`src/sv/spq_pkg.sv`:
```
// Shared types, sizes, codes and ring pointer helpers for the stable priority queue.
// Depends on nothing.
package spq_pkg;

	localparam int DEPTH     = 16;
	localparam int PRIO_BITS = 8;
	localparam int TAG_BITS  = 16;
	localparam int AW        = (DEPTH > 1) ? $clog2(DEPTH) : 1;
	localparam int CW        = $clog2(DEPTH + 1);
	localparam int SW        = AW + 1;
	localparam int EW        = PRIO_BITS + TAG_BITS;

	typedef logic [AW-1:0]        ptr_t;
	typedef logic [CW-1:0]        cnt_t;
	typedef logic [PRIO_BITS-1:0] prio_t;
	typedef logic [TAG_BITS-1:0]  tag_t;

	typedef struct packed {
		prio_t prio;
		tag_t  tag;
	} entry_t;

	// Request kinds
	localparam logic KIND_PUSH = 1'b0;
	localparam logic KIND_POP  = 1'b1;

	// Result status codes
	typedef enum logic [1:0] {
		ST_OK    = 2'd0,
		ST_FULL  = 2'd1,
		ST_EMPTY = 2'd2
	} status_t;

	typedef enum logic [1:0] {
		S_IDLE,
		S_PUSH_CMP,
		S_PUSH_FIRST,
		S_POP_OUT
	} state_t;

	// One finished request, handed from sequencer to output register
	typedef struct packed {
		logic    valid;
		logic    pop_valid;
		prio_t   prio;
		tag_t    tag;
		status_t status;
		cnt_t    occupancy;
	} res_t;

	function automatic ptr_t ptr_inc(ptr_t p);
		return (p == ptr_t'(DEPTH - 1)) ? '0 : ptr_t'(p + 1'b1);
	endfunction

	function automatic ptr_t ptr_dec(ptr_t p);
		return (p == '0) ? ptr_t'(DEPTH - 1) : ptr_t'(p - 1'b1);
	endfunction

	// base + off on the ring, off below DEPTH
	function automatic ptr_t ptr_add(ptr_t base, cnt_t off);
		logic [SW-1:0] sum;
		sum = SW'(base) + SW'(off);
		if (sum >= SW'(DEPTH)) sum = sum - SW'(DEPTH);
		return ptr_t'(sum);
	endfunction

endpackage

```
`src/sv/spq_ram.sv`:
```
// Generic single-write, single-read RAM with registered read data.
// Depends on nothing.
module spq_ram #(
	parameter int WIDTH = 8,
	parameter int DEPTH = 16
) (
	input  logic                                    clk,
	input  logic                                    wr_en,
	input  logic [((DEPTH > 1) ? $clog2(DEPTH) : 1)-1:0] wr_addr,
	input  logic [WIDTH-1:0]                        wr_data,
	input  logic                                    rd_en,
	input  logic [((DEPTH > 1) ? $clog2(DEPTH) : 1)-1:0] rd_addr,
	output logic [WIDTH-1:0]                        rd_data
);

	logic [WIDTH-1:0] mem_q [DEPTH];
	logic [WIDTH-1:0] rd_data_q;

	// Write port
	always_ff @(posedge clk) begin
		if (wr_en) mem_q[wr_addr] <= wr_data;
	end

	// Registered read port
	always_ff @(posedge clk) begin
		if (rd_en) rd_data_q <= mem_q[rd_addr];
	end

	assign rd_data = rd_data_q;

endmodule

```
`src/sv/spq_ctrl.sv`:
```
// Sequencer for the stable priority queue: ring pointers, entry count and the
// shared priority comparator that walks the store one entry per cycle.
// Depends on spq_pkg; drives the ports of one spq_ram.
module spq_ctrl
	import spq_pkg::*;
(
	input  logic   clk,
	input  logic   arst_n,
	input  logic   start,
	input  logic   kind,
	input  prio_t  priority_req,
	input  tag_t   payload_tag,
	output logic   busy,
	output logic   ram_wr_en,
	output ptr_t   ram_wr_addr,
	output entry_t ram_wr_data,
	output logic   ram_rd_en,
	output ptr_t   ram_rd_addr,
	input  entry_t ram_rd_data,
	output res_t   res
);

	state_t state_q, state_d;
	ptr_t   head_q, head_d;
	cnt_t   count_q, count_d;
	ptr_t   ptr_q, ptr_d;
	entry_t new_q, new_d;
	ptr_t   wr_next;

	// Hold state, ring head and entry count
	always_ff @(posedge clk or negedge arst_n) begin
		if (!arst_n) begin
			state_q <= S_IDLE;
			head_q  <= '0;
			count_q <= '0;
		end else begin
			state_q <= state_d;
			head_q  <= head_d;
			count_q <= count_d;
		end
	end

	// Scan pointer and pending entry
	always_ff @(posedge clk) begin
		ptr_q <= ptr_d;
		new_q <= new_d;
	end

	assign wr_next = ptr_inc(ptr_q);
	assign busy    = (state_q != S_IDLE);

	// Next state, memory accesses and result
	always_comb begin
		state_d     = state_q;
		head_d      = head_q;
		count_d     = count_q;
		ptr_d       = ptr_q;
		new_d       = new_q;
		ram_wr_en   = 1'b0;
		ram_wr_addr = head_q;
		ram_wr_data = new_q;
		ram_rd_en   = 1'b0;
		ram_rd_addr = head_q;
		res         = '0;
		res.status  = ST_OK;
		case (state_q)
			S_IDLE: begin
				if (start) begin
					if (kind == KIND_POP) begin
						if (count_q == '0) begin
							res.valid     = 1'b1;
							res.status    = ST_EMPTY;
							res.occupancy = count_q;
						end else begin
							ram_rd_en = 1'b1;
							state_d   = S_POP_OUT;
						end
					end else if (count_q == cnt_t'(DEPTH)) begin
						res.valid     = 1'b1;
						res.status    = ST_FULL;
						res.occupancy = count_q;
					end else if (count_q == '0) begin
						// first entry goes straight in at the head
						ram_wr_en     = 1'b1;
						ram_wr_data   = '{prio: priority_req, tag: payload_tag};
						count_d       = cnt_t'(1);
						res.valid     = 1'b1;
						res.occupancy = cnt_t'(1);
					end else begin
						// start the scan at the tail
						ram_rd_en   = 1'b1;
						ram_rd_addr = ptr_add(head_q, cnt_t'(count_q - 1'b1));
						ptr_d       = ram_rd_addr;
						new_d       = '{prio: priority_req, tag: payload_tag};
						state_d     = S_PUSH_CMP;
					end
				end
			end
			S_PUSH_CMP: begin
				ram_wr_en   = 1'b1;
				ram_wr_addr = wr_next;
				if (ram_rd_data.prio >= new_q.prio) begin
					// insert behind the last entry of equal or higher priority
					ram_wr_data   = new_q;
					count_d       = cnt_t'(count_q + 1'b1);
					res.valid     = 1'b1;
					res.occupancy = count_d;
					state_d       = S_IDLE;
				end else begin
					// advance the entry one place back, read the one before it
					ram_wr_data = ram_rd_data;
					if (ptr_q == head_q) begin
						state_d = S_PUSH_FIRST;
					end else begin
						ram_rd_en   = 1'b1;
						ram_rd_addr = ptr_dec(ptr_q);
						ptr_d       = ram_rd_addr;
					end
				end
			end
			S_PUSH_FIRST: begin
				ram_wr_en     = 1'b1;
				ram_wr_addr   = head_q;
				ram_wr_data   = new_q;
				count_d       = cnt_t'(count_q + 1'b1);
				res.valid     = 1'b1;
				res.occupancy = count_d;
				state_d       = S_IDLE;
			end
			S_POP_OUT: begin
				head_d        = ptr_inc(head_q);
				count_d       = cnt_t'(count_q - 1'b1);
				res.valid     = 1'b1;
				res.pop_valid = 1'b1;
				res.prio      = ram_rd_data.prio;
				res.tag       = ram_rd_data.tag;
				res.occupancy = count_d;
				state_d       = S_IDLE;
			end
			default: begin
				state_d = S_IDLE;
			end
		endcase
	end

endmodule

```
`src/sv/stable_priority_queue_unit.sv`:
```
// Top level of the stable priority queue: sequencer, entry RAM, result register.
// Depends on spq_pkg, spq_ctrl and spq_ram.
//
//  channel   handshake               fields
//  request   start, accepted !busy   kind, priority_req, payload_tag
//  result    result_valid strobe     pop_valid, out_priority, out_payload_tag,
//                                    status, occupancy
//
// Dropped push and empty pop: result in the cycle after the request, busy stays low.
// Pop: one RAM read of the head entry.
// Push: straight in at the head when the queue is empty; otherwise
// the shared comparator walks the store from the tail, one RAM read and one write a cycle.
// Reset clears the entry count and ring head; the RAM contents are not cleared.
// The result is shown for exactly one cycle; there is no back pressure.
module stable_priority_queue_unit
	import spq_pkg::*;
(
	input  logic                 clk,
	input  logic                 arst_n,
	input  logic                 start,
	output logic                 busy,
	input  logic                 kind,
	input  logic [PRIO_BITS-1:0] priority_req,
	input  logic [TAG_BITS-1:0]  payload_tag,
	output logic                 result_valid,
	output logic                 pop_valid,
	output logic [PRIO_BITS-1:0] out_priority,
	output logic [TAG_BITS-1:0]  out_payload_tag,
	output logic [1:0]           status,
	output logic [CW-1:0]        occupancy
);

	logic   ram_wr_en;
	ptr_t   ram_wr_addr;
	entry_t ram_wr_data;
	logic   ram_rd_en;
	ptr_t   ram_rd_addr;
	logic [EW-1:0] ram_rd_bits;
	res_t   res;
	logic   res_valid_q;
	res_t   res_q;

	spq_ctrl u_ctrl (
		.clk          (clk),
		.arst_n       (arst_n),
		.start        (start),
		.kind         (kind),
		.priority_req (priority_req),
		.payload_tag  (payload_tag),
		.busy         (busy),
		.ram_wr_en    (ram_wr_en),
		.ram_wr_addr  (ram_wr_addr),
		.ram_wr_data  (ram_wr_data),
		.ram_rd_en    (ram_rd_en),
		.ram_rd_addr  (ram_rd_addr),
		.ram_rd_data  (entry_t'(ram_rd_bits)),
		.res          (res)
	);

	spq_ram #(
		.WIDTH (EW),
		.DEPTH (DEPTH)
	) u_ram (
		.clk     (clk),
		.wr_en   (ram_wr_en),
		.wr_addr (ram_wr_addr),
		.wr_data (EW'(ram_wr_data)),
		.rd_en   (ram_rd_en),
		.rd_addr (ram_rd_addr),
		.rd_data (ram_rd_bits)
	);

	// Register the result strobe
	always_ff @(posedge clk or negedge arst_n) begin
		if (!arst_n) begin
			res_valid_q <= 1'b0;
		end else begin
			res_valid_q <= res.valid;
		end
	end

	// Capture result fields when a request finishes
	always_ff @(posedge clk) begin
		if (res.valid) res_q <= res;
	end

	assign result_valid    = res_valid_q;
	assign pop_valid       = res_q.pop_valid;
	assign out_priority    = res_q.prio;
	assign out_payload_tag = res_q.tag;
	assign status          = res_q.status;
	assign occupancy       = res_q.occupancy;

endmodule

```
`config.mk`:
```
export PLATFORM = sky130hd
export DESIGN_NAME = stable_priority_queue_unit
export DESIGN_NICKNAME = d
export VERILOG_FILES = /design/src/sv/spq_pkg.sv /design/src/sv/spq_ram.sv /design/src/sv/spq_ctrl.sv /design/src/sv/stable_priority_queue_unit.sv
export SDC_FILE = /design/constraint.sdc
export NUM_CORES = 1
export LEC_CHECK = 0
export ABC_AREA = 1
export BUFFER_PORTS_ARGS = -buffer_cell sky130_fd_sc_hd__buf_2
export CAP_MARGIN = 20
export CORE_MARGIN = 5
export CORE_UTILIZATION = 55
export DETAILED_ROUTE_END_ITERATION = 16
export PLACE_DENSITY = 0.83
export SYNTH_ARGS = -nofsm -noshare
export SYNTH_HDL_FRONTEND = slang
export SYNTH_HIERARCHICAL = 1
export SYNTH_SLANG_ARGS = --single-unit
```
`constraint.sdc`:
```
create_clock -name clk -period 7.35 [get_ports clk]
set_input_delay 1.47 -clock clk [delete_from_list [all_inputs] [get_ports clk]]
set_output_delay 1.47 -clock clk [all_outputs]
set_load 0.02 [all_outputs]
```
======== Word level (Yosys, flattened, before mapping) ========
Memory sizes are Yosys's and may differ from the RTL's. A register that Yosys moved wholly into a read port is not among the register bits.
Cells that the tools add are included.
word-level totals
  flip-flop bits (word level) ............. 72
  bits in latches ......................... 0
  RAM bits ................................ 384
  memory bits (read-only) ................. 0
  output and inout bits ................... 34
  word-level logic and storage cells ...... 121
  memories ................................ 1
cells by class
  add/subtract/negate cells ............... 7
  multipliers ............................. 0
  div/mod/pow operators ................... 0
  order comparisons ....................... 2
  eq/ne operators ......................... 17
  shift operators ......................... 0
  mux-type cells .......................... 67
  bitwise operators ....................... 3
  reductions and logical operators ........ 12
memories
  name         depth  bits a word  rd ports  clocked after Yosys merged registers in  write ports  line           text
  u_ram.mem_q  16     24           1         1                                        1            spq_ram.sv:16  logic [WIDTH-1:0] mem_q [DEPTH];
operators with widths
  operator             number
  $mux 24              5
  $mux 4               17
  $pmux 24 s2          1
  $mux 5               8
  $pmux 5 s4           2
  $mux 25              1
  $mux 1               18
  $pmux 4 s2           2
  $mux 2               7
  $mux 7               2
  $ne 2x2->1 const B   6
  $reduce_and 5->1     2
  $add 4x1->4 const B  2
  $eq 4x4->1 const B   2
  $ge 8x8->1           1
  $sub 4x1->4 const B  2
  $reduce_and 7->1     1
  $pmux 2 s3           1
  $add 4x5->5          1
  $add 5x1->5 const B  1
  $eq 5x5->1 const B   1
  $ge 5x5->1 const B   1
  $logic_not 5->1      1
  $sub 5x1->5 const B  1
  15 further kinds     22

======== Logic depth before layout (Yosys ltp) ========
  depth after elaboration ................. 9
  depth in mapped cells ................... 22

======== Cells and area by module ========
The synthesis kept the hierarchy.
by module, submodules not included
  module                      times used  cells each  area an instance (µm²)
  spq_ram                     1           1597        17191.5
  spq_ctrl                    1           794         4626.9
  stable_priority_queue_unit  1           33          985.9

======== Worst setup path before layout ========
OpenSTA, ideal clock, no wires.
  path type ............................... input to register
  from .................................... input start
  to ...................................... register res_q (netlist bit occupancy[0]) (enable)
  arrival time ............................ 4.077 ns
  setup slack ............................. 2.806 ns
  stages on the path ...................... 3
  buffers on the path ..................... 1
  cell sequence ........................... buf_2 -> nand2_1 -> o21ai_0
RTL lines
  item                  line                              text
  from (decl)           stable_priority_queue_unit.sv:20  input logic start,
  to (signal assigned)  stable_priority_queue_unit.sv:84  if (res.valid) res_q <= res;
  to (decl)             stable_priority_queue_unit.sv:41  res_t res_q;

======== Worst setup path in the final report ========
  from .................................... input start
  to ...................................... register u_ram.rd_data_q[8] (netlist: u_ram/rd_data[8]), read port of u_ram.mem_q, data pin
between the ends
  cells in the longest elaborated chain, start to end .. 2
ends and longest elaborated chain
  item                line                              text
  $mux 4              spq_ctrl.sv:68                    if (start) begin
  $pmux 4 s2          spq_ctrl.sv:66                    case (state_q)
  via ram_rd_addr[0]  stable_priority_queue_unit.sv:37  ptr_t ram_rd_addr;
  to (decl)           spq_ram.sv:17                     logic [WIDTH-1:0] rd_data_q;
The timed path passes the listed nets, and every way through them passes these cells.
A chain may end at the register's enable or synchronous reset.

==> impl_metrics.toml <==
[drt]
vias = 17075
drtAntennaViolNets = 0
drc = 0
wl_um = 58100
first_iter_violations = 2304
viasPerCell = 5.68
wl_per_cell_um = 19.3
drt_pass1_iterations = 8

[setup_path]
path_buf_inv = 5
r2r_cells = 16
crit_slowest_cell = "buf_2"
crit_family = "simple AND/OR/NAND/NOR gates"
max_stage_delay_ps = 450
crit_arrival_ps = 4830
critPathLaunchType = "input port"
crit_required_ps = 7660
path_class = "in -> reg"
path_depth = 16
endpoint_kind = "register"
crit_fanout = 192
path_cells = "buf_2 > nand2_1 > nor2_1 > nand2_1 > inv_1 > buf_4 > nand2_1 > o21ai_0 > inv_1 > nand2_4 > buf_12 > nand2_1 > nand3_1 > nand3_1 > nand3_1 > nand2_1"
path_common_cell = "nand2_1"

[die]
die-area_mm2 = 0.0456
core_mm2 = 0.0409
die_w_um = 214
ios = 62
die_y_um = 214
initial_core_util_pct = 55.7
num_rows = 74

[cts]
clock_sinks = 480
cts-root-buf = "clkbuf_16"
clock_path_buffers = 3
ctsResizeCount = 0
cts_setup_buffers = 0
numCtsBuffers = 46
cts_tree = "built"
cts-hold-fix-buffers = 0
insertion_delay_ps = 570
cts_htree_levels = 2
cts.clk_slew.worst_paths_ps = 60

[placed_design]
dpl.cell_count = 2926
dp_slack_ps = 2530
finalWeightedCongestion = 0.890
hpwlAfterDp_um = 32900
port_buffers = 61

[yosys]
ys_ff_latch = 480
async_reset_ff_share_pct = 2.50
yosysSeqAreaShare_pct = 62.9
synth.distinct_cells = 39
syn_area_per_cell_um2 = 9.41
synth_top_area_share_pct = 61.6
synth_fp_nets = 2474
yosysWarningCount = 6
synth_flop_cell = "edfxtp_1"
synth_top_cell_by_area = "edfxtp_1"
synthCells = 2424
synth_area_leaders = "edfxtp_1 (62%), nand2_1 (15%), nand3_1 (8.3%), inv_1 (6.7%), dfrtp_1 (1.3%)"
synth-edff-count = 468
syn_area_mm2 = 0.0228

[timing]
period_share_pct = 61.6
maxSlewHeadroom_pct = 21.5
slew_violations = 0
skew_ps = 27.6
tightest_slew_ps = 1180
setup_violations = 0
hold_violations = 0
fmax_mhz = 221
timing.final.ws_setup_ps = 2820
fin_tns_setup_ps = 0
period_needed_ps = 4530
rsz0062_at_grt = "no"

[run_status]
status = "finished, final reports clean"

[grt]
grt_pass1_wl_um = 89000
grt_max_degree = 193
gr-total-overflow = 0
antenna_found_initial = 0
first_global_vias = 16735
grtUsageTotal_pct = 25.2

[layout]
n_antenna_cell = 0
finalNetCount = 2494
syn_to_final_growth_pct = 9.82
drive_gt1_share_pct = 8.36
fillCellCount = 2991
instances_no_fill = 3007

[hold_path]
hp-class = "reg -> reg"
hold_path_depth = 2

[power_and_ir_drop]
peakVddDrop_mv = 0.443
power_mw = 13.0
p_leak_nw = 11.2
power_per_cell_area_mw_per_mm2 = 518

[flow_run]
max_cap_viol_count = 0
-- worst reg2reg max path, cell delays in order (launching register included) --
cell      delay [ps]
edfxtp_1         530
ha_1             370
nand2_1           70
nor2_1           140
nand2_1          330
nand3_2          220
buf_4            390
o21ai_1          120
nand3_1          130
nand2_4           80
inv_4            550
buf_4            600
nand2_1          130
nand3_1          140
nand3_1          100
nand3_1          120
nand2_1           50
-- routing by layer --
metal | vias up | GRT usage (%) | part of all wire, %
met5 | - | 0 | 0
met4 | 0 | 12.7 | 5.4
met3 | 239 | 5.12 | 12
met2 | 1181 | 42.0 | 47
met1 | 7861 | 31.5 | 35
li1 | 7794 | - | -
-- path summary, 6_finish.rpt --
path                                                from                             to  slack [ps]
setup / recovery                                   start     u_ram/rd_data[8]$_DFFE_PP_        2820
hold / removal             u_ctrl/state_q[1]$_DFFE_PN0P_  u_ctrl/state_q[1]$_DFFE_PN0P_         540
setup reg to reg             u_ram/rd_data[23]$_DFFE_PP_    u_ram/rd_data[22]$_DFFE_PP_        3040
max in group asynchronous                         arst_n  u_ctrl/count_q[2]$_DFFE_PN0P_        6300
min in group asynchronous                         arst_n         result_valid$_DFF_PN0_         780
hold reg to reg            u_ctrl/state_q[1]$_DFFE_PN0P_  u_ctrl/state_q[1]$_DFFE_PN0P_         540
-- cell type report --
type                       instances  area (µm²)  share of cell area, %
inverter                         416        1560                   6.25
multi-input combinational       1410        6370                   25.4
clock inverter                    25         279                   1.11
tap                              532         666                   2.66
clock buffer                      54        1200                   4.80
timing repair buffer              90         606                   2.42
sequential                       480       14400                   57.3
-- sequential cells by signal (all words and copies together) (netlist names) --
name / cells
occupancy: 5
out_payload_tag: 16
out_priority: 8
pop_valid: 1
result_valid: 1
status: 2
u_ctrl/count_q: 5
u_ctrl/head_q: 4
u_ctrl/new_q: 24
u_ctrl/ptr_q: 4
u_ctrl/state_q: 2
u_ram/mem_q: 384
u_ram/rd_data: 24
-- synthesized netlist by cell type (2+ instances only) --
| library cell | number |
|---|---|
| nor2_2 | 2 |
| clkbuf_1 | 31 |
| nand2_2 | 10 |
| edfxtp_1 | 468 |
| a21o_1 | 3 |
| xor2_1 | 10 |
| inv_1 | 406 |
| nor2_8 | 2 |
| o21bai_1 | 3 |
| nand3b_1 | 2 |
| o21ai_0 | 15 |
| a21oi_1 | 11 |
| nand3_1 | 378 |
| nand2_4 | 2 |
| buf_1 | 10 |
| dfrtp_1 | 12 |
| o21ai_1 | 7 |
| ha_1 | 21 |
| a31oi_1 | 3 |
| buf_2 | 55 |
| inv_2 | 10 |
| nand4_1 | 13 |
| o22ai_1 | 3 |
| buf_6 | 4 |
| o21ai_2 | 2 |
| nor2_1 | 31 |
| nand2_1 | 883 |
| buf_4 | 16 |
-- power by group --
group / internal, mW / switching, mW / total [mW]
Combinational: 1.61 / 4.46 / 6.07
Sequential: 4.27 / 0.270 / 4.54
Clock: 1.37 / 0.980 / 2.35
Total: 7.26 / 5.71 / 13.0
-- layout by cell type, fill, tap and decap left out, types with 2 or more instances in the layout --
cell,Yosys,layout
clkinv_2,0,6
a31oi_1,3,3
nand3b_1,2,2
o21bai_1,3,3
o22ai_1,3,3
nand2_1,883,880
nand2_4,2,4
inv_1,406,406
edfxtp_1,468,468
buf_4,16,23
xor2_1,10,10
inv_2,10,9
buf_2,55,61
a21o_1,3,3
clkbuf_1,31,7
buf_12,0,5
o21ai_2,2,3
nand3_1,378,378
clkbuf_16,0,47
o21ai_0,15,13
nand4_1,13,13
nand2_2,10,11
clkinv_1,0,8
clkinvlp_4,0,4
o21ai_1,7,7
nor2_2,2,13
bufinv_16,0,6
dfrtp_1,12,12
a21oi_1,11,11
nor2_8,2,2
nor2_4,1,6
nor2_1,31,15
ha_1,21,21
-- logic make-up (layout without fill, tap and decap cells) --
family                     count (synthesis)  after routing  share of synthesized area (%)
DFF                                      480            480                           62.9
and+or+nand+nor                         1328           1328                           24.6
AOI/OAI and AO/OA                         48             48                           1.20
xor gates and xnor gates                  11             11                          0.422
adders and majority gates                 22             22                           1.24
buffers and inverters                    534            585                           9.54
muxes                                      1              1                         0.0439
-- stage by stage --
step,instance area [µm²],util (%),hold slack [ps]
floorplan,22800,-,496
global placement,23500,57.5,520
detailed placement,23500,57.5,532
CTS,25000,61.1,545
global route,25000,61.2,577
finish,25000,61.2,537
No activity file was read; power rests on OpenSTA's default activity.
